[config.mk]
export PLATFORM = sky130hd
export DESIGN_NAME = vqn_div_cell
export DESIGN_NICKNAME = d
export VERILOG_FILES = /design/src/vqn_pkg.sv /design/src/vqn_div_cell.sv
export SDC_FILE = /design/constraint.sdc
export NUM_CORES = 1
export LEC_CHECK = 0
export BUFFER_PORTS_ARGS = -buffer_cell sky130_fd_sc_hd__buf_2
export CAP_MARGIN = 0
export CELL_PAD_IN_SITES_DETAIL_PLACEMENT = 1
export CELL_PAD_IN_SITES_GLOBAL_PLACEMENT = 1
export CORE_AREA = 2 2 273 275
export CTS_CLUSTER_DIAMETER = 80
export DETAILED_ROUTE_END_ITERATION = 6
export DIE_AREA = 0 0 275 277
export GPL_TIMING_DRIVEN = 0
export PLACE_DENSITY = 0.58
export SLEW_MARGIN = 5
export SYNTH_ARGS = -nofsm -noshare
export SYNTH_HDL_FRONTEND = slang
export SYNTH_SLANG_ARGS = --single-unit
[constraint.sdc]
create_clock -name clk -period 1.57 [get_ports clk]
set_input_delay 0.0785 -clock clk [delete_from_list [all_inputs] [get_ports clk]]
set_output_delay 0.0785 -clock clk [all_outputs]
set_load 0.005 [all_outputs]
[src/vqn_pkg.sv]
`timescale 1ns / 1ps
// ----------------------------------------------------------------------------
// vqn_pkg
// Shared widths, types and constants of the vector / quaternion normalizer.
// ----------------------------------------------------------------------------
package vqn_pkg;
	localparam int InWidth  = 16;
	localparam int OutFrac  = 14;
	localparam int OutWidth = 16;
	localparam int MagIn    = InWidth;                 // |c| width
	localparam int SumWidth = 2 * InWidth + 2;         // sum of four squares
	localparam int RadWidth = SumWidth + 16;           // sum * 2^16
	localparam int RootWidth = RadWidth / 2;           // magnitude width
	localparam int RootSteps = RootWidth;              // one root bit per cell
	localparam int QuoWidth  = OutFrac + 2;            // quotient incl. saturation room
	localparam int DivShift  = OutFrac + 8;
	localparam int NumWidth  = MagIn + DivShift;       // dividend width
	localparam int DivSteps  = QuoWidth;
	localparam int Lanes     = 4;

	localparam logic ModeQuat = 1'b0;
	localparam logic ModeVec  = 1'b1;
	localparam logic [31:0] MinSumReset = 32'd1;
	localparam logic [1:0] AddrMinSum = 2'd0;

	typedef logic [MagIn-1:0]     mag_t;
	typedef logic [RootWidth-1:0] root_t;
	typedef logic [RadWidth-1:0]  rad_t;

	// item traveling down the square-root chain
	typedef struct packed {
		logic                 degen;
		logic                 mode;
		logic [Lanes-1:0]     neg;
		mag_t [Lanes-1:0]     mag;
		rad_t                 rem;
		root_t                root;
	} sqrt_tok_t;

	// item traveling down the divider chain
	typedef struct packed {
		logic                      degen;
		logic                      mode;
		logic [Lanes-1:0]          neg;
		root_t                     div;
		logic [Lanes-1:0][RootWidth:0] rem;
		logic [Lanes-1:0][NumWidth-1:0] num;
		logic [Lanes-1:0][QuoWidth-1:0] quo;
	} div_tok_t;
endpackage

[src/vqn_div_cell.sv]
`timescale 1ns / 1ps
// ----------------------------------------------------------------------------
// vqn_div_cell
// One restoring division step for all four lanes: one quotient bit each.
// ----------------------------------------------------------------------------
module vqn_div_cell (
	input  logic                clk,
	input  logic                arst_n,
	input  logic                en,
	input  logic                vld_in,
	input  vqn_pkg::div_tok_t   tok_in,
	output logic                vld_out,
	output vqn_pkg::div_tok_t   tok_out
);
	localparam int RW = vqn_pkg::RootWidth;
	localparam int NW = vqn_pkg::NumWidth;
	vqn_pkg::div_tok_t nxt;
	logic [RW:0] shifted;

	always_comb begin
		nxt = tok_in;
		shifted = '0;
		for (int l = 0; l < vqn_pkg::Lanes; l++) begin
			shifted = {tok_in.rem[l][RW-1:0], tok_in.num[l][NW-1]};
			nxt.num[l] = {tok_in.num[l][NW-2:0], 1'b0};
			if (shifted >= {1'b0, tok_in.div}) begin
				nxt.rem[l] = shifted - {1'b0, tok_in.div};
				nxt.quo[l] = {tok_in.quo[l][vqn_pkg::QuoWidth-2:0], 1'b1};
			end else begin
				nxt.rem[l] = shifted;
				nxt.quo[l] = {tok_in.quo[l][vqn_pkg::QuoWidth-2:0], 1'b0};
			end
		end
	end

	always_ff @(posedge clk or negedge arst_n) begin
		if (!arst_n) begin
			vld_out <= 1'b0;
		end else if (en) begin
			vld_out <= vld_in;
		end
	end

	always_ff @(posedge clk) begin
		if (en) begin
			tok_out <= nxt;
		end
	end
endmodule

==> flow_metrics.tcl <==
set metrics [dict create \
    status "finished with violations" \
    failed_checks "negative hold slack, negative setup slack" \
    syn_inst 1316 \
    detailedPlacementHpwl_um 66500 \
    cts_made_buffers 45 \
    min_path_type "input port to flop" \
    post_synth.cell_area_avg_sq_um 12.9 \
    rows 100 \
    finalMaxSlewViolations 0 \
    placedInstanceArea_sq_um 22000 \
    worst_setup_path_start_kind "input port" \
    dominantRegCellSynth "sky130_fd_sc_hd__edfxtp_1" \
    async_flop_share 0.00287 \
    final.min_clock_period_ps 2420 \
    globalRoute.totalOverflow 0 \
    unrepaired_setup_endpoints_after_global_routing "yes" \
    drt-wirelength-per-cell_um 26.2 \
    first_global_vias 17700 \
    dr.pass1.iters 5 \
    share_seq_of_total_power 0.368 \
    tightestPinTransition_ps 547 \
    first_iter_violations 857 \
    initial_utilization 0.231 \
    period_share 1.54 \
    critical_path.n_buffers_inverters 7 \
    worst-setup-path-type "input port to flop" \
    worstSkewPairLatency_ps 580 \
    tritoncts_num_sinks 348 \
    drt_wl_total_um 94000 \
    pin_count_of_the_biggest_net_entering_global_routing 84 \
    dr_total_vias 16600 \
    swShare 0.291 \
    overall_die_width_um 275 \
    filler_cell_count 7863 \
    cts_tree "yes" \
    post_synth_edffs 347 \
    port-buffer-count 694 \
    place_congestion 0.912 \
    final_net_count 3029 \
    antenna_violating_nets_post_route 0 \
    layout_setup_ws_ps -852 \
    drc 0 \
    timing.max_slew.rel_slack 0.635 \
    fin_cells 3584 \
    final_layout_size_suffix_gt1_frac 0.512 \
    setup_tns_ps -76510 \
    report.final.hold_viol_count 20 \
    power.net_switching_mw 9.25 \
    clockPowerShare 0.354 \
    finish.utilization 0.429 \
    ios 707 \
    synth-warning-count 0 \
    power_mw 31.8 \
    cp.required_ps 1900 \
    critPathTopFamily "compound AO/OA/AOI/OAI gates" \
    synth_area_sq_um 17000 \
    worstRegToRegCells 1 \
    path_max_fanout 8 \
    avgViaCountPerCell 4.64 \
    final_common_cell "sky130_fd_sc_hd__buf_2" \
    cell_with_the_largest_stage_delay_on_the_worst_path "sky130_fd_sc_hd__fa_2" \
    arrival_time_worst_endpoint_ps 2760 \
    place.detailed.instances 2986 \
    die_area_sq_um 76200 \
    critPathMostFrequentCell "sky130_fd_sc_hd__buf_6" \
    hold_ws_ps -38.6 \
    regToRegStartpoint "vld_out" \
    worstSetupPathDepth 15 \
    synth_cell_types 86 \
    core_area_sq_um 73600 \
    cp_cell_sequence "buf_8 > clkinvlp_4 > buf_12 > buf_6 > buf_6 > fa_2 > a21o_1 > a221oi_2 > o21bai_2 > a21oi_2 > o21ai_2 > a41o_1 > buf_6 > buf_12 > mux2_4" \
    final_area_sq_um 31600 \
    grt_antenna_before_repair 23 \
    clkSlewWorstSetupHoldPaths_ps 60 \
    worst_setup_path_endpoint "tok_out[265]" \
    synth.ff_latch_count 348 \
    comb_power_share 0.277 \
    die_outline_height_um 277 \
    power_density_over_cell_area_nw_per_um2 1010 \
    setup_violations 108 \
    clock-skew-final_ps 0 \
    mostFrequentLayoutCells "680 x sky130_fd_sc_hd__buf_2, 351 x sky130_fd_sc_hd__dlygate4sd3_1, 347 x sky130_fd_sc_hd__edfxtp_1, 106 x sky130_fd_sc_hd__buf_4, 71 x sky130_fd_sc_hd__a21oi_1" \
    dp_slack_ps -2050 \
    synth.largest_area_cell "sky130_fd_sc_hd__edfxtp_1" \
    internal-power_mw 22.6 \
    area_growth_pct 85.6 \
    worst_ir_drop_vdd_mv 0.866 \
    maxCapViolations 0 \
    r2r_setup_slack_ps 830 \
    synth_top_cells_by_area "sky130_fd_sc_hd__edfxtp_1 61%, sky130_fd_sc_hd__ha_1 7.4%, sky130_fd_sc_hd__a21oi_1 3.1%, sky130_fd_sc_hd__o21ai_0 2.7%, sky130_fd_sc_hd__a21o_1 2.4%" \
    r2r_end "vld_out" \
    clk_path_buf_depth 3 \
    crit_start "tok_in[321]" \
    worstSetupEndpointType "flop" \
    grt_usage 0.235 \
    grt_first_pass_wirelength_um 130000 \
    leakagePower_nw 13.0 \
    root_buffer "sky130_fd_sc_hd__clkbuf_16" \
    h-tree-depth 2 \
    synth_largest_type_area_fraction 0.612 \
    achievable-frequency_mhz 413 \
    ys_seq_area_frac 0.614 \
    timing.critical_path.slowest_cell_delay_ps 340 \
]
-- power groups by stage --
| stage | combinational [mW] | clock [mW] | sequential, mW |
|---|---|---|---|
| after floorplan | 2.46 | 0 | 12.0 |
| after detailed placement | 5.58 | 0 | 11.9 |
| after CTS | 8.08 | 11.6 | 11.7 |
| after global placement | 5.47 | 0 | 12.0 |
| after global routing | 9.36 | 12.0 | 11.8 |
| final | 8.82 | 11.3 | 11.7 |
-- cell type report --
cell class,instances,area [sq um],area share
Multi-Input combinational cell,873,8400,0.266
Sequential cell,348,10400,0.331
Clock inverter,29,423,0.0134
Timing Repair Buffer,1223,9220,0.292
Antenna cell,15,37.5,0.00119
Tap cell,969,1210,0.0384
Buffer,23,368,0.0116
Clock buffer,48,1160,0.0367
Inverter,56,320,0.0101
-- per-layer routing --
layer	GRT usage	wire length [um]	vias up	share of wire
met5	0	85	-	0.00090
met4	0.110	5070	12	0.054
met3	0.0461	5360	166	0.057
met2	0.410	47000	545	0.50
met1	0.276	36500	8338	0.39
li1	-	-	7556	-
-- synth_stat cells (16+ instances only) --
cell type / count
sky130_fd_sc_hd__edfxtp_1: 347
sky130_fd_sc_hd__a21oi_1: 106
sky130_fd_sc_hd__nand2_1: 106
sky130_fd_sc_hd__ha_1: 100
sky130_fd_sc_hd__o21ai_0: 91
sky130_fd_sc_hd__nor2_1: 68
sky130_fd_sc_hd__inv_1: 55
sky130_fd_sc_hd__a21o_1: 54
sky130_fd_sc_hd__xnor2_1: 42
sky130_fd_sc_hd__xor2_1: 40
sky130_fd_sc_hd__nand3_1: 19
sky130_fd_sc_hd__clkbuf_1: 18
sky130_fd_sc_hd__nand4_1: 16
sky130_fd_sc_hd__o21a_1: 16
-- cell families (layout without fill, tap and decap cells) --
kind of cell / Yosys count / in the layout / share of synthesized area
compound gates: 371 / 371 / 0.144
flops: 348 / 348 / 0.614
simple gates: 292 / 292 / 0.0818
fa+ha+maj: 104 / 104 / 0.0782
buf+inv: 98 / 1379 / 0.0260
xor+xnor: 82 / 82 / 0.0422
mux: 20 / 20 / 0.0133
other cells: 1 / 19 / 0.000220
-- registers in the layout (all words and copies together), names as in the netlist --
register	count
vld_out	1
tok_out	347
-- worst min-delay path by stage --
stage | from | to | slack [ps] | cells past startpoint
floorplan | arst_n | vld_out | -220 | 0
global placement | arst_n | vld_out | -140 | 1
detailed placement | arst_n | vld_out | -140 | 1
CTS | tok_in[232] | tok_out[233] | -170 | 2
global route | en | tok_out[171] | -50 | 1
finish | en | tok_out[171] | -40 | 1
-- timing repair --
item	4_1_cts	5_1_grt
pin swaps	117	88
resized for setup	464	170
endpoints found under the setup margin	108	164
cloned	13	2
hold buffers	347	4
hold endpoints to repair	399	44
setup buffers	123	45
Note: power is estimated with default switching activity, not from simulation.
